## src/sv/euler_cycle_finder_assert.svh

```systemverilog
// ----------------------------------------------------------------------------
// Euler cycle finder assertion macros
// Concurrent assertion wrappers, clocked on clk and disabled while rst_n is low.
// ----------------------------------------------------------------------------
`ifndef EULER_CYCLE_FINDER_ASSERT_SVH
`define EULER_CYCLE_FINDER_ASSERT_SVH

`ifndef SYNTHESIS
`define ECF_ASSERT_IMP(label, ante, cons, msg) \
  label: assert property (@(posedge clk) disable iff (!rst_n) (ante) |-> (cons)) else $error(msg);
`define ECF_ASSERT_NEXT(label, ante, cons, msg) \
  label: assert property (@(posedge clk) disable iff (!rst_n) (ante) |=> (cons)) else $error(msg);
`else
`define ECF_ASSERT_IMP(label, ante, cons, msg)
`define ECF_ASSERT_NEXT(label, ante, cons, msg)
`endif

`endif

```

## src/sv/ecf_pkg.sv

```systemverilog
// ----------------------------------------------------------------------------
// Euler cycle finder package
// Shared widths, codes and controller/datapath command and status types.
// ----------------------------------------------------------------------------
package ecf_pkg;

  localparam int VERTEX_W  = 3;
  localparam int CFG_W     = 4;
  localparam int CFG_IDX_W = 1;

  localparam int DEF_MAX_VERTICES = 8;
  localparam int DEF_STACK_DEPTH  = 32;

  localparam logic [CFG_IDX_W-1:0] CFG_NUM_VERTICES = 1'b0;
  localparam logic [CFG_IDX_W-1:0] CFG_START_VERTEX = 1'b1;

  localparam logic [CFG_W-1:0]    RESET_NUM_VERTICES = 4'd8;
  localparam logic [VERTEX_W-1:0] RESET_START_VERTEX = 3'd0;

  localparam logic CMD_ADD_EDGE = 1'b0;
  localparam logic CMD_RUN      = 1'b1;

  localparam logic STATUS_CYCLE      = 1'b0;
  localparam logic STATUS_NOT_EULER  = 1'b1;

  typedef struct packed {
    logic add_edge;
    logic fail;
    logic walk_init;
    logic push_nb;
    logic pop;
    logic load_top;
    logic restart;
    logic flush;
  } ecf_cmd_t;

  typedef struct packed {
    logic odd_found;
    logic has_nb;
    logic any_edge;
    logic depth_one;
    logic out_free;
    logic can_emit;
    logic pend_valid;
  } ecf_stat_t;

endpackage

```

## src/sv/ecf_in_if.sv

```systemverilog
// ----------------------------------------------------------------------------
// Euler cycle finder input channel
// Valid/ready channel carrying one command transaction.
// ----------------------------------------------------------------------------
interface ecf_in_if;
  import ecf_pkg::*;

  logic                valid;
  logic                ready;
  logic                cmd;
  logic [VERTEX_W-1:0] vertex_a;
  logic [VERTEX_W-1:0] vertex_b;

  modport source (output valid, cmd, vertex_a, vertex_b, input ready);
  modport sink   (input valid, cmd, vertex_a, vertex_b, output ready);
endinterface

```

## src/sv/ecf_out_if.sv

```systemverilog
// ----------------------------------------------------------------------------
// Euler cycle finder result channel
// Valid/ready channel carrying one result transaction.
// ----------------------------------------------------------------------------
interface ecf_out_if;
  import ecf_pkg::*;

  logic                valid;
  logic                ready;
  logic [VERTEX_W-1:0] vertex;
  logic                status;
  logic                cycle_start;
  logic                last;

  modport source (output valid, vertex, status, cycle_start, last, input ready);
  modport sink   (input valid, vertex, status, cycle_start, last, output ready);
endinterface

```

## src/sv/ecf_ctrl.sv

```systemverilog
// ----------------------------------------------------------------------------
// Euler cycle finder controller
// State machine sequencing degree check, stack walk, restarts and flush.
// ----------------------------------------------------------------------------
module ecf_ctrl (
  input  logic              clk,
  input  logic              rst_n,
  input  logic              in_valid,
  input  logic              in_cmd,
  input  ecf_pkg::ecf_stat_t stat,
  output logic              in_ready,
  output ecf_pkg::ecf_cmd_t cmd
);
  import ecf_pkg::*;

  typedef enum logic [5:0] {
    S_IDLE    = 6'b000001,
    S_CHECK   = 6'b000010,
    S_STEP    = 6'b000100,
    S_LOAD    = 6'b001000,
    S_RESTART = 6'b010000,
    S_FLUSH   = 6'b100000
  } state_t;

  state_t state_r, state_nxt;

  always_comb begin
    cmd       = '0;
    in_ready  = 1'b0;
    state_nxt = state_r;
    unique case (state_r)
      S_IDLE: begin
        in_ready = 1'b1;
        if (in_valid) begin
          if (in_cmd == CMD_RUN) begin
            state_nxt = S_CHECK;
          end else begin
            cmd.add_edge = 1'b1;
          end
        end
      end
      S_CHECK: begin
        if (stat.odd_found) begin
          if (stat.out_free) begin
            cmd.fail  = 1'b1;
            state_nxt = S_IDLE;
          end
        end else begin
          cmd.walk_init = 1'b1;
          state_nxt     = S_STEP;
        end
      end
      S_STEP: begin
        if (stat.has_nb) begin
          cmd.push_nb = 1'b1;
        end else if (stat.can_emit) begin
          cmd.pop   = 1'b1;
          state_nxt = stat.depth_one ? S_RESTART : S_LOAD;
        end
      end
      S_LOAD: begin
        cmd.load_top = 1'b1;
        state_nxt    = S_STEP;
      end
      S_RESTART: begin
        if (stat.any_edge) begin
          cmd.restart = 1'b1;
          state_nxt   = S_STEP;
        end else begin
          state_nxt = S_FLUSH;
        end
      end
      S_FLUSH: begin
        if (stat.out_free) begin
          cmd.flush = 1'b1;
          state_nxt = S_IDLE;
        end
      end
      default: state_nxt = S_IDLE;
    endcase
  end

  always_ff @(posedge clk) begin
    if (!rst_n) begin
      state_r <= S_IDLE;
    end else begin
      state_r <= state_nxt;
    end
  end

endmodule

```

## src/sv/ecf_dpath.sv

```systemverilog
// ----------------------------------------------------------------------------
// Euler cycle finder datapath
// Adjacency matrix, walk stack memory, pending result and output register.
// ----------------------------------------------------------------------------
module ecf_dpath #(
  parameter int MAX_VERTICES = ecf_pkg::DEF_MAX_VERTICES,
  parameter int STACK_DEPTH  = ecf_pkg::DEF_STACK_DEPTH
) (
  input  logic                           clk,
  input  logic                           rst_n,
  input  logic                           cfg_we,
  input  logic [ecf_pkg::CFG_IDX_W-1:0]  cfg_index,
  input  logic [ecf_pkg::CFG_W-1:0]      cfg_wdata,
  input  logic [ecf_pkg::VERTEX_W-1:0]   in_vertex_a,
  input  logic [ecf_pkg::VERTEX_W-1:0]   in_vertex_b,
  input  ecf_pkg::ecf_cmd_t              cmd,
  output ecf_pkg::ecf_stat_t             stat,
  input  logic                           out_ready,
  output logic                           out_valid,
  output logic [ecf_pkg::VERTEX_W-1:0]   out_vertex,
  output logic                           out_status,
  output logic                           out_cycle_start,
  output logic                           out_last
);
  import ecf_pkg::*;

  localparam int IW = (MAX_VERTICES > 1) ? $clog2(MAX_VERTICES) : 1;
  localparam int AW = $clog2(STACK_DEPTH);
  localparam int DW = $clog2(STACK_DEPTH + 1);

  logic [MAX_VERTICES-1:0] rows_r   [MAX_VERTICES];
  logic [MAX_VERTICES-1:0] rows_nxt [MAX_VERTICES];
  logic [MAX_VERTICES-1:0] row_m    [MAX_VERTICES];
  logic [VERTEX_W-1:0]     stack_mem [STACK_DEPTH];

  logic [CFG_W-1:0]    num_r;
  logic [VERTEX_W-1:0] start_r;
  logic [DW-1:0]       depth_r;
  logic [VERTEX_W-1:0] top_r;
  logic                first_r;
  logic                pend_valid_r;
  logic [VERTEX_W-1:0] pend_vertex_r;
  logic                pend_first_r;
  logic                out_valid_r;
  logic [VERTEX_W-1:0] out_vertex_r;
  logic                out_status_r;
  logic                out_cs_r;
  logic                out_last_r;
  logic [VERTEX_W-1:0] rd_data_r;

  logic [CFG_W-1:0]        n_act;
  logic [MAX_VERTICES-1:0] mask;
  logic [MAX_VERTICES-1:0] odd;
  logic [MAX_VERTICES-1:0] nz;
  logic [MAX_VERTICES-1:0] nb;
  logic [VERTEX_W-1:0]     odd_v;
  logic [VERTEX_W-1:0]     min_v;
  logic [VERTEX_W-1:0]     nb_v;
  logic                    top_in;
  logic                    out_free;
  logic                    push_en;
  logic [VERTEX_W-1:0]     push_v;
  logic [DW-1:0]           base_depth;
  logic                    push_ok;
  logic [AW-1:0]           rd_addr;
  logic                    edge_ok;
  logic                    load_out;

  always_comb begin
    n_act = (num_r > CFG_W'(MAX_VERTICES)) ? CFG_W'(MAX_VERTICES) : num_r;
    for (int i = 0; i < MAX_VERTICES; i++) begin
      mask[i]  = (CFG_W'(i) < n_act);
    end
    for (int i = 0; i < MAX_VERTICES; i++) begin
      row_m[i] = rows_r[i] & mask;
      odd[i]   = mask[i] & (^row_m[i]);
      nz[i]    = mask[i] & (|row_m[i]);
    end
    odd_v = '0;
    min_v = '0;
    for (int i = MAX_VERTICES - 1; i >= 0; i--) begin
      if (odd[i]) odd_v = VERTEX_W'(i);
      if (nz[i])  min_v = VERTEX_W'(i);
    end
    top_in = ({1'b0, top_r} < n_act);
    nb     = top_in ? row_m[top_r[IW-1:0]] : '0;
    nb_v   = '0;
    for (int i = 0; i < MAX_VERTICES; i++) begin
      if (nb[i]) nb_v = VERTEX_W'(i);
    end
  end

  assign out_free = !out_valid_r || out_ready;

  always_comb begin
    stat.odd_found  = |odd;
    stat.has_nb     = |nb;
    stat.any_edge   = |nz;
    stat.depth_one  = (depth_r == DW'(1));
    stat.out_free   = out_free;
    stat.can_emit   = !pend_valid_r || out_free;
    stat.pend_valid = pend_valid_r;
  end

  assign edge_ok = (in_vertex_a != in_vertex_b)
                && ({1'b0, in_vertex_a} < (VERTEX_W + 1)'(MAX_VERTICES))
                && ({1'b0, in_vertex_b} < (VERTEX_W + 1)'(MAX_VERTICES));

  always_comb begin
    for (int i = 0; i < MAX_VERTICES; i++) begin
      rows_nxt[i] = rows_r[i];
    end
    if (cmd.add_edge && edge_ok) begin
      rows_nxt[in_vertex_a[IW-1:0]][in_vertex_b[IW-1:0]] = 1'b1;
      rows_nxt[in_vertex_b[IW-1:0]][in_vertex_a[IW-1:0]] = 1'b1;
    end
    if (cmd.push_nb) begin
      rows_nxt[top_r[IW-1:0]][nb_v[IW-1:0]] = 1'b0;
      rows_nxt[nb_v[IW-1:0]][top_r[IW-1:0]] = 1'b0;
    end
    if (cmd.fail || cmd.flush) begin
      for (int i = 0; i < MAX_VERTICES; i++) begin
        rows_nxt[i] = '0;
      end
    end
  end

  assign push_en    = cmd.push_nb | cmd.walk_init | cmd.restart;
  assign push_v     = cmd.walk_init ? start_r : (cmd.restart ? min_v : nb_v);
  assign base_depth = cmd.walk_init ? '0 : depth_r;
  assign push_ok    = push_en && (base_depth < DW'(STACK_DEPTH));
  assign rd_addr    = AW'(depth_r - DW'(2));
  assign load_out   = cmd.fail | cmd.flush | (cmd.pop & pend_valid_r);

  always_ff @(posedge clk) begin
    if (push_ok) begin
      stack_mem[base_depth[AW-1:0]] <= push_v;
    end
    rd_data_r <= stack_mem[rd_addr];
  end

  always_ff @(posedge clk) begin
    if (!rst_n) begin
      for (int i = 0; i < MAX_VERTICES; i++) begin
        rows_r[i] <= '0;
      end
      num_r        <= RESET_NUM_VERTICES;
      start_r      <= RESET_START_VERTEX;
      depth_r      <= '0;
      first_r      <= 1'b0;
      pend_valid_r <= 1'b0;
      out_valid_r  <= 1'b0;
    end else begin
      for (int i = 0; i < MAX_VERTICES; i++) begin
        rows_r[i] <= rows_nxt[i];
      end
      if (cfg_we) begin
        unique case (cfg_index)
          CFG_NUM_VERTICES: num_r   <= cfg_wdata;
          CFG_START_VERTEX: start_r <= cfg_wdata[VERTEX_W-1:0];
          default: ;
        endcase
      end
      if (push_ok) begin
        depth_r <= base_depth + DW'(1);
      end else if (cmd.walk_init) begin
        depth_r <= '0;
      end else if (cmd.pop) begin
        depth_r <= depth_r - DW'(1);
      end else if (cmd.fail || cmd.flush) begin
        depth_r <= '0;
      end
      if (cmd.walk_init || cmd.restart) begin
        first_r <= 1'b1;
      end else if (cmd.pop) begin
        first_r <= 1'b0;
      end
      if (cmd.pop) begin
        pend_valid_r <= 1'b1;
      end else if (cmd.flush) begin
        pend_valid_r <= 1'b0;
      end
      if (load_out) begin
        out_valid_r <= 1'b1;
      end else if (out_ready) begin
        out_valid_r <= 1'b0;
      end
    end
  end

  always_ff @(posedge clk) begin
    if (push_ok) begin
      top_r <= push_v;
    end else if (cmd.load_top) begin
      top_r <= rd_data_r;
    end
    if (cmd.pop) begin
      pend_vertex_r <= top_r;
      pend_first_r  <= first_r;
    end
    if (cmd.fail) begin
      out_vertex_r <= odd_v;
      out_status_r <= STATUS_NOT_EULER;
      out_cs_r     <= 1'b0;
      out_last_r   <= 1'b1;
    end else if (load_out) begin
      out_vertex_r <= pend_vertex_r;
      out_status_r <= STATUS_CYCLE;
      out_cs_r     <= pend_first_r;
      out_last_r   <= cmd.flush;
    end
  end

  assign out_valid       = out_valid_r;
  assign out_vertex      = out_vertex_r;
  assign out_status      = out_status_r;
  assign out_cycle_start = out_cs_r;
  assign out_last        = out_last_r;

endmodule

```

## src/sv/euler_cycle_finder.sv

```systemverilog
// ----------------------------------------------------------------------------
// Euler cycle finder
// Hierholzer walk over an adjacency bit matrix, one vertex per result.
// ----------------------------------------------------------------------------
//   channel  dir  handshake          payload
//   in_ch    in   valid/ready        cmd, vertex_a, vertex_b
//   out_ch   out  valid/ready        vertex, status, cycle_start, last
//   cfg      in   cfg_we             cfg_index, cfg_wdata
//
// An add-edge transaction is taken in S_IDLE. Run: a degree check, then a
// push per edge, a pop per vertex followed by a stack memory read (S_LOAD)
// or a restart check, a restart per further pass and one flush at the end.
// Output stalls hold the walk at a pop while a result is waiting, and hold
// the not-Eulerian or final result until the output register frees.
// Reset clears the matrix; no clearing pass.
// ----------------------------------------------------------------------------
`include "euler_cycle_finder_assert.svh"

module euler_cycle_finder #(
  parameter int MAX_VERTICES = ecf_pkg::DEF_MAX_VERTICES,
  parameter int STACK_DEPTH  = ecf_pkg::DEF_STACK_DEPTH
) (
  input  logic                          clk,
  input  logic                          rst_n,
  ecf_in_if.sink                        in_ch,
  ecf_out_if.source                     out_ch,
  input  logic                          cfg_we,
  input  logic [ecf_pkg::CFG_IDX_W-1:0] cfg_index,
  input  logic [ecf_pkg::CFG_W-1:0]     cfg_wdata
);
  import ecf_pkg::*;

  ecf_cmd_t  cmd;
  ecf_stat_t stat;
  logic      run_accept;
  logic      fail_seen;

  ecf_ctrl u_ctrl (
    .clk      (clk),
    .rst_n    (rst_n),
    .in_valid (in_ch.valid),
    .in_cmd   (in_ch.cmd),
    .stat     (stat),
    .in_ready (in_ch.ready),
    .cmd      (cmd)
  );

  ecf_dpath #(
    .MAX_VERTICES (MAX_VERTICES),
    .STACK_DEPTH  (STACK_DEPTH)
  ) u_dpath (
    .clk             (clk),
    .rst_n           (rst_n),
    .cfg_we          (cfg_we),
    .cfg_index       (cfg_index),
    .cfg_wdata       (cfg_wdata),
    .in_vertex_a     (in_ch.vertex_a),
    .in_vertex_b     (in_ch.vertex_b),
    .cmd             (cmd),
    .stat            (stat),
    .out_ready       (out_ch.ready),
    .out_valid       (out_ch.valid),
    .out_vertex      (out_ch.vertex),
    .out_status      (out_ch.status),
    .out_cycle_start (out_ch.cycle_start),
    .out_last        (out_ch.last)
  );

  assign run_accept = in_ch.valid && in_ch.ready && (in_ch.cmd == CMD_RUN);
  assign fail_seen  = out_ch.valid && out_ch.last && (out_ch.status == STATUS_NOT_EULER);

  `ECF_ASSERT_IMP(a_idle_no_pending, in_ch.ready, !stat.pend_valid, "pending result while idle")
  `ECF_ASSERT_NEXT(a_run_busy, run_accept, !in_ch.ready, "ready right after run transaction")
  `ECF_ASSERT_NEXT(a_fail_last, cmd.fail, fail_seen, "not-Eulerian result missing")

endmodule

```

## src/flat_wrapper.sv

```systemverilog
// flat-port wrapper written by rule: the top's interface ports become plain ports
module euler_cycle_finder_flat import ecf_pkg::*;
#(
  parameter int MAX_VERTICES = ecf_pkg::DEF_MAX_VERTICES,
  parameter int STACK_DEPTH  = ecf_pkg::DEF_STACK_DEPTH
)
  (clk, rst_n, cfg_we, cfg_index, cfg_wdata, in_ch_valid, in_ch_cmd, in_ch_vertex_a, in_ch_vertex_b, in_ch_ready, out_ch_valid, out_ch_vertex, out_ch_status, out_ch_cycle_start, out_ch_last, out_ch_ready);
  ecf_in_if in_ch_i ();
  ecf_out_if out_ch_i ();
  input  logic clk;
  input  logic rst_n;
  input  logic cfg_we;
  input  logic [ecf_pkg::CFG_IDX_W-1:0] cfg_index;
  input  logic [ecf_pkg::CFG_W-1:0] cfg_wdata;
  input wire logic [$bits(in_ch_i.valid)-1:0] in_ch_valid;
  input wire logic [$bits(in_ch_i.cmd)-1:0] in_ch_cmd;
  input wire logic [$bits(in_ch_i.vertex_a)-1:0] in_ch_vertex_a;
  input wire logic [$bits(in_ch_i.vertex_b)-1:0] in_ch_vertex_b;
  output wire logic [$bits(in_ch_i.ready)-1:0] in_ch_ready;
  output wire logic [$bits(out_ch_i.valid)-1:0] out_ch_valid;
  output wire logic [$bits(out_ch_i.vertex)-1:0] out_ch_vertex;
  output wire logic [$bits(out_ch_i.status)-1:0] out_ch_status;
  output wire logic [$bits(out_ch_i.cycle_start)-1:0] out_ch_cycle_start;
  output wire logic [$bits(out_ch_i.last)-1:0] out_ch_last;
  input wire logic [$bits(out_ch_i.ready)-1:0] out_ch_ready;
  assign in_ch_i.valid = in_ch_valid;
  assign in_ch_i.cmd = in_ch_cmd;
  assign in_ch_i.vertex_a = in_ch_vertex_a;
  assign in_ch_i.vertex_b = in_ch_vertex_b;
  assign in_ch_ready = in_ch_i.ready;
  assign out_ch_valid = out_ch_i.valid;
  assign out_ch_vertex = out_ch_i.vertex;
  assign out_ch_status = out_ch_i.status;
  assign out_ch_cycle_start = out_ch_i.cycle_start;
  assign out_ch_last = out_ch_i.last;
  assign out_ch_i.ready = out_ch_ready;
  euler_cycle_finder #(.MAX_VERTICES(MAX_VERTICES), .STACK_DEPTH(STACK_DEPTH)) u_core (.clk(clk), .rst_n(rst_n), .in_ch(in_ch_i), .out_ch(out_ch_i), .cfg_we(cfg_we), .cfg_index(cfg_index), .cfg_wdata(cfg_wdata));
endmodule
```

## config.mk

```make
export PLATFORM = sky130hd
export DESIGN_NAME = euler_cycle_finder_flat
export DESIGN_NICKNAME = d
export VERILOG_FILES = /design/src/sv/ecf_pkg.sv /design/src/sv/ecf_in_if.sv /design/src/sv/ecf_out_if.sv /design/src/sv/ecf_ctrl.sv /design/src/sv/ecf_dpath.sv /design/src/sv/euler_cycle_finder.sv /design/src/flat_wrapper.sv
export VERILOG_INCLUDE_DIRS = /design/src /design/src/sv
export SDC_FILE = /design/constraint.sdc
export NUM_CORES = 1
export LEC_CHECK = 0
export ABC_AREA = 1
export ABC_CLOCK_PERIOD_IN_PS = 5500
export BUFFER_PORTS_ARGS = -buffer_cell sky130_fd_sc_hd__buf_2
export CAP_MARGIN = 40
export CORE_UTILIZATION = 37
export DETAILED_ROUTE_END_ITERATION = 12
export SYNTH_ARGS = -nofsm -noshare
export SYNTH_HDL_FRONTEND = slang
export SYNTH_SLANG_ARGS = --single-unit
```

## constraint.sdc

```tcl
create_clock -name clk -period 5.5 [get_ports clk]
set_input_delay 1.65 -clock clk [delete_from_list [all_inputs] [get_ports clk]]
set_output_delay 1.65 -clock clk [all_outputs]
set_load 0.02 [all_outputs]
```

* After elaboration in Yosys (flattened, before gate mapping) *
Memory sizes are Yosys's and may differ from the RTL's. A register that Yosys moved wholly into a read port is not among the register bits.
Cells that the tools add are included.

cells by class
  eq/ne operators = 12
  muxes and demuxes = 101
  bitwise operators = 48
  $mul = 0
  div/mod/pow operators = 0
  $lt $le $gt $ge = 27
  shift-type cells = 0
  reductions and logical operators = 44
  add/sub/neg operators = 3

operators with widths
  cell                                                 count
  two-way mux 64 bit                                   3
  bitwise AND 64 bit                                   2
  inverter 64 bit                                      2
  bitwise OR 64 bit                                    2
  two-way mux 8 bit                                    15
  demux 8 bit (select 3 bit)                           4
  OR reduction 8 bit                                   11
  two-way mux 3 bit                                    28
  two-way mux 6 bit                                    12
  bitwise AND 8 bit                                    8
  parity 8 bit                                         8
  case mux 6 bit (6 select lines)                      1
  two-way mux 1 bit                                    29
  binary-select mux 8 bit (select 3 bit)               1
  bitwise AND 1 bit                                    17
  >= comparator 4 bit, second input constant           4
  < comparator 3 x 4 -> 1 bit, first input constant    4
  < comparator 3 x 4 -> 1 bit, second input constant   4
  < comparator 4 x 1 -> 1 bit, second input constant   4
  inverter 3 -> 4 bit                                  4
  demux 1 bit (select 3 bit)                           4
  equality test 6 x 1 -> 1 bit, second input constant  2
  >= comparator 3 x 1 -> 1 bit, second input constant  4
  bitwise OR 1 bit                                     12
  other kinds (27)                                     50

word-level totals
  bits in writable memories = 160
  bits in read-only memories = 0
  memories = 2
  register bits after elaboration = 35
  bits in latches = 0
  input port bits = 17

memories
  name                      depth  width  read ports  clocked after Yosys merged registers in  wr ports  line             RTL
  u_core.u_dpath.stack_mem  32     3      1           1                                        1         ecf_dpath.sv:34  logic [VERTEX_W-1:0] stack_mem [STACK_DEPTH];
  u_core.u_dpath.rows_r     8      8      8           0                                        8         ecf_dpath.sv:31  logic [MAX_VERTICES-1:0] rows_r [MAX_VERTICES];

* Depth between registers and ports, before layout *
Gate-level depths: netlist of run 1.

  word-level depth = 27
  gate-level depth with buffers = 26

* By module *
Synthesis of run 1 repeated with hierarchy kept, for this count alone.

unflattened totals
  cell total of the unflattened synthesis = 1405
  area, all modules = 10994.3 um2

by module, submodules not included
  module     area each (um2)  cells an instance  seq. area each (um2)  times used
  ecf_dpath  10482.6          1330               4904.7                1
  ecf_ctrl   511.7            75                 120.1                 1

* Worst setup path after synthesis of run 1 *
No wires, ideal clock.

  kind = reg2reg
  from = register u_core.u_dpath.num_r[3]
  to = memory u_core.u_dpath.stack_mem[0][1] (data pin)
  setup time = 0.464 ns
  stages on the path, launching flop included = 20
  path slack = 1.601 ns
  data arrival time = 3.435 ns
  buffers on the path = 2
  clock period less this slack = 3.899 ns
  path through = dfxtp_1 -> buf_4 -> nor2_8 -> nand2_2 -> buf_4 -> inv_1 -> nor2_1 -> inv_1 -> ha_1 -> xnor2_1 -> inv_1 -> nand2_1 -> nand3_1 -> nand2_1 -> nor2_1 -> nand3_1 -> nand2_1 -> inv_1 -> o21ai_0 -> o21ai_0

between the ends
  word-level cells in the longest chain between the ends = 16
  elaborated cells on any way between the ends = 77
  classes of those cells = order compare: 10; mux: 25; bitwise: 24; reduce/logical: 18

ends and longest elaborated chain
  what                                                                                 line                              RTL
  start, declared                                                                      ecf_dpath.sv:36                   logic [CFG_W-1:0] num_r;
  start signal, assigned                                                               ecf_dpath.sv:159                  CFG_NUM_VERTICES: num_r <= cfg_wdata;
  > comparator 4 bit                                                                   ecf_dpath.sv:70                   n_act = (num_r > CFG_W'(MAX_VERTICES)) ? CFG_W'(MAX_VERTICES) : num_r;
  two-way mux 4 bit (*)                                                                ecf_dpath.sv:70
  < comparator 2 x 4 -> 1 bit, or another cell as far along                            ecf_dpath.sv:72                   mask[i] = (CFG_W'(i) < n_act);
  bitwise AND 8 bit                                                                    ecf_dpath.sv:75                   row_m[i] = rows_r[i] & mask;
  binary-select mux 8 bit (select 3 bit) / OR reduction 8 bit (equally long branches)  ecf_dpath.sv:86, ecf_dpath.sv:77
  two-way mux 8 bit (implied by the code) / bitwise AND 1 bit (equally long branches)  ecf_dpath.sv:86, ecf_dpath.sv:77
  two-way mux 8 bit (implied by the code) / two-way mux 3 bit (equally long branches)  ecf_dpath.sv:86, ecf_dpath.sv:83
  two-way mux 8 bit / two-way mux 3 bit (equally long branches)                        ecf_dpath.sv:86, ecf_dpath.sv:83
  two-way mux 3 bit (on tied branches) (6 in a row)                                    ecf_dpath.sv:89, ecf_dpath.sv:83
  two-way mux 3 bit                                                                    ecf_dpath.sv:129                  assign push_v = cmd.walk_init ? start_r : (cmd.restart ? min_v : nb_v);
  two-way mux 3 bit (*)                                                                ecf_dpath.sv:129
  net u_core.u_dpath.push_v[1]                                                         ecf_dpath.sv:62                   logic [VERTEX_W-1:0] push_v;
  end, declared                                                                        ecf_dpath.sv:34

Mark *: on every way through the listed nets, which the timed path passes. The rest lies on a longest branch. The select of a mux whose other input is x is not followed.

* Final worst setup path of run 1 *
  from = register u_core.u_dpath.num_r[3]
  to = memory u_core.u_dpath.stack_mem[2][2] (enable)

between the ends
  word-level cells in the longest chain between the ends = 16
  elaborated cells on any way between the ends = 71
  classes of those cells = order compare: 11; mux: 14; bitwise: 26; reduce/logical: 20

ends and longest elaborated chain
  what                                                                         line
  > comparator 4 bit                                                           ecf_dpath.sv:70
  two-way mux 4 bit (*)                                                        ecf_dpath.sv:70
  parallel branches: the longest is 14 deep, another holds < comparator 6 bit  n/a

Every way passes the cells marked *. The select of a mux whose other input is x is not followed.

==> results of run 1 <==
==> through the flow <==
stage          total power [uW]  area, sq um  util [%]
4_1_cts                    3550        12400      41.6
5_1_grt                    3670        12400      41.6
6_report                   3530        12400      41.6
3_5_place_dp               2320        11800      39.7
3_3_place_gp               2310        11800      39.5
2_1_floorplan              2100        11200         -
==> worst reg2reg max path, stage by stage, from the launching register on <==
cell and delay (ns):
dfxtp_1 0.78, nor2_1 0.21, a21oi_4 0.32, nand2_1 0.14, ha_1 0.32, xnor2_1 0.30
nand2_1 0.09, nand3_1 0.10, nand2_1 0.11, nor2_1 0.14, nand3_1 0.34, nand2_1 0.28
inv_1 0.13, nand2_4 0.13, nand2_4 0.11, inv_4 0.14, nand2_2 0.19, nor2_1 0.29
==> power by group through the flow <==
stage          clock (uW)  sequential (uW)  combinational [uW]
2_1_floorplan           0             1710                 389
3_3_place_gp            0             1700                 605
3_5_place_dp            0             1700                 614
4_1_cts              1260             1670                 616
5_1_grt              1320             1670                 684
6_report             1240             1670                 618
==> cell families (layout without fill, tap and decap cells) <==
kind of cell,count (synthesis),in the layout
buffers and inverters,258,292
adder cells (fa/ha/maj),42,42
AO/OA/AOI/OAI,195,195
XOR/XNOR,30,30
flip-flops,198,198
AND/OR/NAND/NOR,768,768
==> cells in the mapped netlist (2+ instances only) <==
library cell,n,area [sq um]
a311oi_1,3,26.3
nand3_2,3,30.0
nor2_2,5,31.3
ha_1,42,526
nor2_8,2,40.0
nand3_1,62,310
o211ai_1,14,105
o221ai_1,20,175
a21oi_1,26,130
nand2_2,8,50.1
inv_1,221,830
nor3_1,17,85.1
buf_4,3,22.5
xor2_1,13,114
o21ai_0,102,510
inv_2,5,18.8
nor2_1,260,976
nor4_1,5,31.3
buf_2,5,25.0
nand4_1,18,113
o22ai_1,6,37.5
o21ai_1,7,35.0
clkbuf_1,22,82.6
nand2_1,373,1400
xnor2_1,17,149
nor2_4,7,78.8
a21oi_4,2,32.5
edfxtp_1,106,3180
dfxtp_1,92,1840
nand2_4,5,56.3
a31oi_1,8,50.1
==> sequential cells by signal, indices dropped and copies added (netlist names), 3 cells and up <==
register and count:
u_core.u_dpath.stack_mem 96, u_core.u_dpath.rows_r 64, u_core.u_dpath.pend_vertex_r 3, u_core.u_dpath.depth_r 6, u_core.u_ctrl.state_r 6, u_core.u_dpath.num_r 4
u_core.u_dpath.start_r 3, u_core.u_dpath.top_r 3, u_core.u_dpath.rd_data_r 3, u_core.u_dpath.out_vertex 3
==> final cells by class <==
cell class	instances	area, sq um	share of cell area [%]
Clock buffer	18	429	3.47
Clock inverter	14	146	1.18
Inverter	227	855	6.91
Multi-Input combinational cell	1035	5210	42.1
Sequential cell	198	5020	40.6
Tap cell	390	488	3.95
Timing Repair Buffer	33	211	1.71
==> how the worst max path moves through the flow <==
stage,startpoint,end,depth (start not counted)
finish,u_core.u_dpath.num_r[3],u_core.u_dpath.stack_mem[2][2],17
global route,u_core.u_dpath.num_r[3],u_core.u_dpath.stack_mem[26][0],17
CTS,u_core.u_dpath.num_r[3],u_core.u_dpath.stack_mem[11][2],17
detailed placement,u_core.u_dpath.num_r[3],u_core.u_dpath.stack_mem[11][0],17
global placement,u_core.u_dpath.num_r[3],u_core.u_dpath.stack_mem[11][0],17
floorplan,u_core.u_dpath.num_r[3],u_core.u_dpath.stack_mem[0][1],19
==> placed cells by master, fill, tap and decap left out, types with 3 or more instances in the layout <==
cell,netlist,layout
nor2_2,5,5
nor3_1,17,17
inv_2,5,5
o221ai_1,20,20
inv_8,0,3
nand3_2,3,3
nor2_1,260,260
o22ai_1,6,6
dfxtp_1,92,92
ha_1,42,42
nand2_2,8,8
inv_6,0,5
nor2_4,7,7
buf_2,5,24
buf_4,3,7
nor4_1,5,5
a21oi_1,26,26
xnor2_1,17,17
xor2_1,13,13
a31oi_1,8,8
nand2_4,5,5
o211ai_1,14,14
nand2_1,373,373
inv_1,221,221
nand3_1,62,62
nand4_1,18,18
clkbuf_16,0,17
a311oi_1,3,3
o21ai_1,7,7
o21ai_0,102,100
edfxtp_1,106,106
==> routing by layer <==
metal | wire (um) | part of all wire, % | vias up | track usage, %
met4 | 790 | 2.3 | 2 | 7.90
met2 | 15100 | 43 | 318 | 34.7
met5 | 8 | 0.023 | - | 0
li1 | - | - | 4866 | -
met3 | 2120 | 6.1 | 42 | 3.57
met1 | 16600 | 48 | 4664 | 33.7
==> run_results.csv, run 1 <==
group,metric,value,unit
status,status,"complete, no violations",
critical_path,r2r_end,"u_core.u_dpath.stack_mem[2][2]",
synthesis,synthAdderAreaFrac,4.69,%
routing,drc_errors,0,
routing,drt-vias-per-instance,5.17,
timing,drv_slew,0,
timing,hold_viol_final,0,
layout,final_layout_size_suffix_gt1_share,6.95,%
timing,clock_skew,0.0149,ns
placement,dpl_worst_slack,1.16,ns
pwr,ir_worst_vdd,0.204,mV
critical_path,r2r-start,"u_core.u_dpath.num_r[3]",
critical_path,crit_top_cell,"nand2_1",
clocking,path_clk_slew,0.08,ns
clocking,htreeDepth,4,
synthesis,synth_cell_types,43,
floorplanning,die-area,31000,sq um
routing,routed_wl,34.6,mm
floorplanning,dieWidth,176,um
min_path,hold_end,"u_core.u_dpath.out_last",
clocking,cts_tree,"built",
layout,diodes,0,
pwr,combPwrFrac,17.5,%
placement,port_buffers,24,
global_route,overflow,0,
synthesis,synth_edf_count,106,
clocking,clkLatencyLatePin,0.46,ns
critical_path,r2r_slack,1.07,ns
placement,hpwl,26.3,mm
synthesis,synth-xor-area-share,2.34,%
critical_path,end_kind,"flop",
synthesis,synthArstFlopShare,0,%
critical_path,worstPathArrival,4.58,ns
synthesis,synth_compound_area_share,10.4,%
critical_path,critical_path.top_delay_family,"simple AND/OR/NAND/NOR gates",
critical_path,worstPathRequired,5.64,ns
timing,finalSetupViolations,0,
placement,dpl.cell_count,1883,
clocking,root_buffer,"clkbuf_16",
clocking,cts.sinks,198,
synthesis,synthSimpleGateAreaFrac,28.9,%
min_path,hp-class,"flop to flop",
clocking,cts_resized,0,
pwr,switchingPower,1110,uW
critical_path,cp_max_fo,18,
timing,min_period,4.43,ns
critical_path,path_cells,"nor2_1 -> a21oi_4 -> nand2_1 -> ha_1 -> xnor2_1 -> nand2_1 -> nand3_1 -> nand2_1 -> nor2_1 -> nand3_1 -> nand2_1 -> inv_1 -> nand2_4 -> nand2_4 -> inv_4 -> nand2_2 -> nor2_1",
layout,syn2layout_area_growth,10.2,%
critical_path,worst-r2r-cell-count,17,
clocking,cts_hold_buffers,0,
clocking,cts_setup_buffers,0,
synthesis,yosys-mux-area-fraction,0,%
routing,vias,9892,
layout,fill_cells,3043,
pwr,seq_power_share,47.3,%
layout,fin_nets,1571,
critical_path,worstPathBufferInverterCount,2,
timing,post-route-period-util,80.6,%
timing,slew_headroom,40.6,%
critical_path,critPathLaunchType,"flop",
timing,tns,0,ns
critical_path,criticalPathCategory,"flop to flop",
pwr,powerDensity,285,nW/um^2
floorplanning,start_util,37.7,%
floorplanning,fp-row-count,63,
timing,rsz0062_at_grt,"false",
synthesis,synthCells,1491,
synthesis,avgSynthCellArea,7.52,sq um
timing,worstMarginPinSlew,0.890,ns
global_route,grt_pass1_wl,53.9,mm
critical_path,crit_path_max_incr_delay,0.78,ns
routing,wire_per_inst,18.1,um
min_path,hold_depth,2,
placement,place.gp.congestion,0.996,
min_path,hold_start,"u_core.u_dpath.out_last",
synthesis,ys_ff_latch,198,
floorplanning,core_area,29700,sq um
floorplanning,dieHeight,176,um
routing,ant_nets,0,
critical_path,crit_slowest_cell,"dfxtp_1",
synthesis,synth_top_family_by_area,"simple AND/OR/NAND/NOR gates",
run,maxCapViolCount,0,
synthesis,ys_warn_count,0,
global_route,grt.total_usage,23.1,%
floorplanning,io_pins,25,
timing,final.setup.worst_slack,1.07,ns
synthesis,synth-main-ff-cell,"edfxtp_1",
synthesis,synth-seq-area-share,44.8,%
global_route,antenna_found_initial,1,
timing,holdWs,0.447,ns
pwr,p_sw_share,31.6,%
global_route,grt_max_degree,54,
timing,fmax,0.226,GHz
synthesis,syn_nets,1550,
pwr,pwr-share-clk,35.2,%
routing,drt_iter0_drc,1094,
synthesis,syn_area,11200,sq um
pwr,p_int,2410,uW
clocking,cts_max_path_buffers,2,
routing,firstDrtPassIters,5,
layout,stdcell_count,1915,
clocking,cts_buffers,17,
pwr,power.leakage,0.00515,uW
global_route,first_global_vias,9231,
No activity file was read; power rests on OpenSTA's default activity.
==> run 2, diff against run 1 <==
Settings changed: ABC_CLOCK_PERIOD_IN_PS 5500 to 4400.
Clock period 5.5 ns to 4.4 ns, I/O delays scaled along.
==> run 2 against run 1 <==
Critical path depth up 1. Total power is 25% higher. Cell count increased by 0.42%. Register-to-register slack got worse by 0.59 ns. Final area rose by 0.48%. Clock skew up 0.0065 ns. Sequential cell count stayed put. Non-clock buffer count is 7 higher. Via count increased by 1.6%. Hold slack gained 0.0038 ns. Sequential share of layout area fell by 0.19 points. Die area is the same. Critical path type unchanged. Critical endpoint is now u_core.u_dpath.stack_mem[11][2]. Largest power group unchanged.
==> run_results.csv, run 2 (same netlist as run 1, synthesis figures left out) <==
group,metric,value,unit
critical_path,criticalPathCategory,"flop to flop",
clocking,cts_hold_buffers,0,
floorplanning,dieHeight,176,um
routing,firstDrtPassIters,6,
critical_path,worstPathRequired,4.53,ns
clocking,htreeDepth,4,
status,status,"complete, no violations",
layout,fin_nets,1578,
critical_path,path_depth,18,
layout,final_layout_size_suffix_gt1_share,7.44,%
clocking,path_clk_slew,0.09,ns
layout,layout_common_cells,"nand2_1 (373), nor2_1 (260), inv_1 (221), edfxtp_1 (106), o21ai_0 (100)",
critical_path,r2r_slack,0.48,ns
pwr,power.leakage,0.00520,uW
placement,dpl.cell_count,1890,
placement,hpwl,26.2,mm
min_path,hp-class,"flop to flop",
timing,min_period,3.92,ns
critical_path,cp_max_fo,11,
floorplanning,dieWidth,176,um
critical_path,end_kind,"flop",
global_route,antenna_found_initial,3,
critical_path,crit_top_cell,"nand2_1",
placement,place.gp.congestion,0.976,
clocking,root_buffer,"clkbuf_16",
clocking,cts_resized,0,
critical_path,path_cells,"nor2_8 -> nand3_2 -> nand2_1 -> ha_1 -> xnor2_1 -> nand2_1 -> nand3_1 -> nand2_1 -> nor2_1 -> nand3_1 -> buf_4 -> nand2_1 -> inv_1 -> nand2_4 -> nand2_4 -> inv_4 -> nand2_2 -> nor2_1",
critical_path,r2r_end,"u_core.u_dpath.stack_mem[11][2]",
layout,fin_util,41.8,%
floorplanning,core_area,29700,sq um
routing,routed_wl,34.2,mm
critical_path,crit_path_max_incr_delay,0.39,ns
timing,worstMarginPinSlew,0.856,ns
timing,post-route-period-util,89.1,%
timing,rsz0062_at_grt,"false",
pwr,ir_worst_vdd,0.271,mV
timing,finalSetupViolations,0,
pwr,powerDensity,356,nW/um^2
routing,drt-vias-per-instance,5.23,
clocking,clkLatencyLatePin,0.47,ns
timing,clock_skew,0.0215,ns
global_route,first_global_vias,9096,
floorplanning,die-area,31000,sq um
timing,fmax,0.255,GHz
routing,vias,10000,
clocking,cts_max_path_buffers,2,
critical_path,worst-r2r-cell-count,18,
layout,stdcell_count,1923,
critical_path,crit_slowest_cell,"dfxtp_1",
pwr,p_total,4420,uW
critical_path,crit_end,"u_core.u_dpath.stack_mem[11][2]",
timing,drv_slew,0,
timing,tns,0,ns
clocking,cts.sinks,198,
layout,largest_reg_flops,96,
critical_path,worstPathBufferInverterCount,3,
clocking,cts_setup_buffers,0,
global_route,grt.total_usage,22.8,%
floorplanning,start_util,37.7,%
critical_path,r2r-start,"u_core.u_dpath.num_r[3]",
routing,drt_iter0_drc,1052,
critical_path,critical_path.top_delay_family,"simple AND/OR/NAND/NOR gates",
floorplanning,io_pins,25,
placement,port_buffers,24,
layout,syn2layout_area_growth,10.8,%
critical_path,critPathLaunch,"u_core.u_dpath.num_r[3]",
clocking,cts_buffers,17,
routing,wire_per_inst,17.8,um
run,maxCapViolCount,0,
global_route,grt_pass1_wl,52.8,mm
critical_path,worstPathArrival,4.06,ns
layout,layout_commonest_cell,"nand2_1",
routing,drc_errors,0,
routing,ant_nets,0,
timing,hold_viol_final,0,
global_route,overflow,0,
critical_path,critPathLaunchType,"flop",
floorplanning,fp-row-count,63,
timing,slew_headroom,42.9,%
global_route,grt_max_degree,53,
clocking,cts_tree,"built",
layout,fill_cells,3006,
run 2: worst min-delay path by stage:
| stage | start | to | slack (ns) | depth (start not counted) |
|---|---|---|---|---|
| final | u_core.u_dpath.out_last | u_core.u_dpath.out_last | 0.45 | 2 |
| after global routing | u_core.u_dpath.out_status | u_core.u_dpath.out_status | 0.49 | 2 |
| after CTS | u_core.u_dpath.out_last | u_core.u_dpath.out_last | 0.46 | 2 |
| after detailed placement | u_core.u_dpath.out_last | u_core.u_dpath.out_last | 0.44 | 2 |
| after global placement | u_core.u_dpath.out_last | u_core.u_dpath.out_last | 0.43 | 2 |
| after floorplan | u_core.u_dpath.first_r | u_core.u_dpath.pend_first_r | 0.41 | 0 |
run 2: layout make-up:
type,count,area [sq um],area share (%)
Clock buffer,18,429,3.45
Antenna cell,1,2.50,0.0201
Tap cell,390,488,3.93
Sequential cell,198,5020,40.4
Clock inverter,14,141,1.14
Timing Repair Buffer,40,280,2.26
Inverter,227,855,6.88
Multi-Input combinational cell,1035,5200,41.9
run 2: per-layer routing:
metal / global-route usage [%] / wire [um] / up-vias
met2: 34.4 / 14800 / 400
met5: 0 / 8 / -
met1: 32.5 / 16000 / 4708
met3: 4.35 / 2490 / 59
met4: 7.72 / 890 / 2
li1: - / - / 4880
run 2: per-stage QoR:
step / hold slack (ns) / area (sq um) / setup slack (ns)
2_1_floorplan: 0.409 / 11200 / 0.501
5_1_grt: 0.488 / 12400 / 0.122
6_report: 0.451 / 12400 / 0.479
3_5_place_dp: 0.438 / 11900 / 0.562
4_1_cts: 0.456 / 12400 / 0.549
3_3_place_gp: 0.431 / 11800 / 0.604
run 2: power breakdown:
part	internal (uW)	switching, uW	leakage (uW)
clock network	753	784	0.000283
registers	2050	31.7	0.00169
logic	223	572	0.00323
run 2: worst register-to-register path, delay by kind of cell (launching register included):
| kind | cells | cell delay [ns] |
|---|---|---|
| DFF | 1 | 0.39 |
| buffers and inverters | 3 | 0.43 |
| and+or+nand+nor | 13 | 2.31 |
| adders and majority gates | 1 | 0.30 |
| xor gates and xnor gates | 1 | 0.17 |
==> run 3, diff against run 2 <==
Settings changed: ABC_AREA 1 to unset.
==> run 3 against run 2 <==
Via count decreased by 15%. Clock-buffer cell count decreased by 1. Core utilization increased by 0.70 points. First-iteration DRC count decreased by 6.6%. Sequential share of layout area increased by 0.77 points. Synthesized area decreased by 3.6%. Critical path depth decreased by 1. Clock skew decreased by 0.0022 ns. Combinational power decreased by 34%. Final area decreased by 1.8%. Critical path type unchanged.
==> run_results.csv, run 3 <==
group,metric,value,unit
synthesis,synth-main-ff-cell,"edfxtp_1",
floorplanning,dieWidth,173,um
timing,min_period,4.09,ns
placement,hpwl,23.4,mm
floorplanning,core_area,28700,sq um
timing,finalSetupViolations,0,
routing,drc_errors,0,
placement,place.gp.congestion,0.960,
critical_path,path_cells,"or2_2 -> or2_2 -> nand2_1 -> ha_1 -> xnor2_1 -> xnor2_1 -> o22ai_1 -> or4_4 -> o21ai_0 -> buf_4 -> inv_1 -> ha_2 -> nor3_2 -> a22o_1 -> a211o_1 -> a221oi_1 -> a311oi_1",
critical_path,crit_slowest_cell,"or4_4",
layout,syn2layout_area_growth,12.9,%
synthesis,synth.area.top_cells,"edfxtp_1 (29%), dfxtp_1 (17%), mux4_2 (7.5%)",
synthesis,ys_ff_latch,198,
critical_path,end_kind,"flop",
timing,rsz0062_at_grt,"false",
global_route,grt_max_degree,38,
synthesis,synthArstFlopShare,0,%
clocking,clkLatencyLatePin,0.45,ns
timing,worstMarginPinSlew,0.939,ns
synthesis,syn_nets,1073,
clocking,htreeDepth,4,
clocking,cts_max_path_buffers,2,
floorplanning,dieHeight,173,um
global_route,antenna_found_initial,0,
synthesis,yosys.area.top_type,"edfxtp_1",
synthesis,synthCells,1014,
synthesis,yosysMostFrequentCell,"nand2_1",
floorplanning,fp-row-count,62,
synthesis,avgSynthCellArea,10.7,sq um
critical_path,worstPathArrival,4.43,ns
run,maxCapViolCount,0,
pwr,ir_worst_vdd,0.238,mV
layout,layout_common_cells,"nand2_1 (157), edfxtp_1 (106), dfxtp_1 (89), nor2_1 (74), a21oi_1 (48)",
routing,ant_nets,0,
timing,post-route-period-util,92.9,%
clocking,cts_buffers,17,
routing,wire_per_inst,21.5,um
synthesis,synth-seq-area-share,46.5,%
synthesis,synth_edf_count,106,
routing,drt-vias-per-instance,5.92,
critical_path,r2r_slack,0.31,ns
synthesis,yosysTopAreaCellShare,29.5,%
clocking,cts_hold_buffers,0,
floorplanning,io_pins,25,
global_route,first_global_vias,8181,
critical_path,cp_max_fo,10,
layout,stdcell_count,1441,
routing,firstDrtPassIters,5,
clocking,path_clk_slew,0.08,ns
floorplanning,die-area,29900,sq um
placement,port_buffers,24,
timing,hold_viol_final,0,
layout,final_layout_size_suffix_gt1_share,19.3,%
placement,dpl.cell_count,1409,
clocking,cts_tree,"built",
synthesis,syn_area,10800,sq um
critical_path,crit_path_max_incr_delay,0.50,ns
global_route,grt.total_usage,21.2,%
layout,largest_reg_flops,96,
layout,fin_nets,1103,
layout,diodes,0,
timing,tns,0,ns
synthesis,netlist_top_cells_count,"nand2_1 (157), edfxtp_1 (106), dfxtp_1 (92)",
synthesis,ys_warn_count,0,
critical_path,criticalPathCategory,"flop to flop",
layout,layout_commonest_cell,"nand2_1",
timing,drv_slew,0,
timing,clock_skew,0.0193,ns
critical_path,worstPathRequired,4.74,ns
min_path,hp-class,"flop to flop",
clocking,root_buffer,"clkbuf_16",
routing,routed_wl,31.0,mm
status,status,"complete, no violations",
global_route,grt_pass1_wl,48.1,mm
pwr,powerDensity,335,nW/um^2
clocking,cts.sinks,198,
synthesis,synth_cell_types,80,
pwr,power.leakage,0.00403,uW
critical_path,critPathLaunchType,"flop",
routing,vias,8535,
global_route,overflow,0,
routing,drt_iter0_drc,983,
timing,slew_headroom,36.8,%
pwr,p_total,4090,uW
layout,fill_cells,2732,
floorplanning,start_util,37.7,%
timing,fmax,0.245,GHz
## run 3: cell count changes after synthesis, sizes merged, moves of 16 or more
cell and delta:
nand2 -229, inv -204, nor2 -199, o21ai -84, nand3 -43, mux4 +36, o2111a +29, a21oi +21
o221ai -19, buf +18, o21a +17, nor4 +16
## run 3: metrics by stage
step | hold slack, ns | instance area (sq um) | setup WS [ns] | util (%)
finish | 0.442 | 12200 | 0.313 | 42.5
floorplan | 0.408 | 10900 | 0.00819 | -
global placement | 0.430 | 11600 | 0.253 | 40.4
CTS | 0.449 | 12200 | 0.144 | 42.4
detailed placement | 0.431 | 11600 | 0.165 | 40.4
global route | 0.472 | 12200 | 0.100 | 42.5
## run 3: logic make-up after synthesis
group | synth area share, %
AND/OR/NAND/NOR | 16.7
AO/OA/AOI/OAI | 16.4
flip-flops | 46.5
buffers and inverters | 3.30
multiplexers | 9.88
adder cells (fa/ha/maj) | 4.86
XOR/XNOR | 2.43
## run 3: layout make-up
type / count / area (sq um) / share of cell area, %
clock inverters: 15 / 153 / 1.25
repair buffers: 71 / 498 / 4.08
well taps: 384 / 480 / 3.94
flip-flops and latches: 198 / 5030 / 41.2
multi-input cells: 732 / 5520 / 45.3
inverters: 24 / 90.1 / 0.738
clock buffers: 17 / 425 / 3.49
## run 3: timing repair
item                       4_1_cts  5_1_grt
resized for setup                0        5
buffers inserted                 0        0
setup endpoints to repair        0       54
## run 3: worst max-delay path: cells and delay by family (launching register included)
| kind | cells | cell delay, ns |
|---|---|---|
| flops | 1 | 0.40 |
| fa+ha+maj | 2 | 0.47 |
| buf+inv | 2 | 0.24 |
| xor+xnor | 2 | 0.46 |
| simple gates | 5 | 1.52 |
| compound gates | 6 | 0.90 |
## run 3: layer usage
layer	track usage (%)	up-vias	wire (um)
met5	0	-	0
met4	8.19	0	861
met3	3.98	47	2310
met2	31.8	326	13900
met1	30.3	4248	13900
li1	-	3914	-
## run 3: power breakdown
| part | internal, uW | total, uW | switching (uW) |
|---|---|---|---|
| logic | 189 | 528 | 339 |
| registers | 2000 | 2030 | 31.0 |
| clock network | 755 | 1530 | 771 |
## run 3: path summary, 6_finish.rpt
path	from	endpoint	cells after the start
hold reg to reg	u_core.u_dpath.first_r	u_core.u_dpath.pend_first_r	0
hold / removal	u_core.u_dpath.first_r	u_core.u_dpath.pend_first_r	0
setup reg to reg	u_core.u_dpath.num_r[3]	u_core.u_dpath.depth_r[2]	17
setup / recovery	u_core.u_dpath.num_r[3]	u_core.u_dpath.depth_r[2]	17
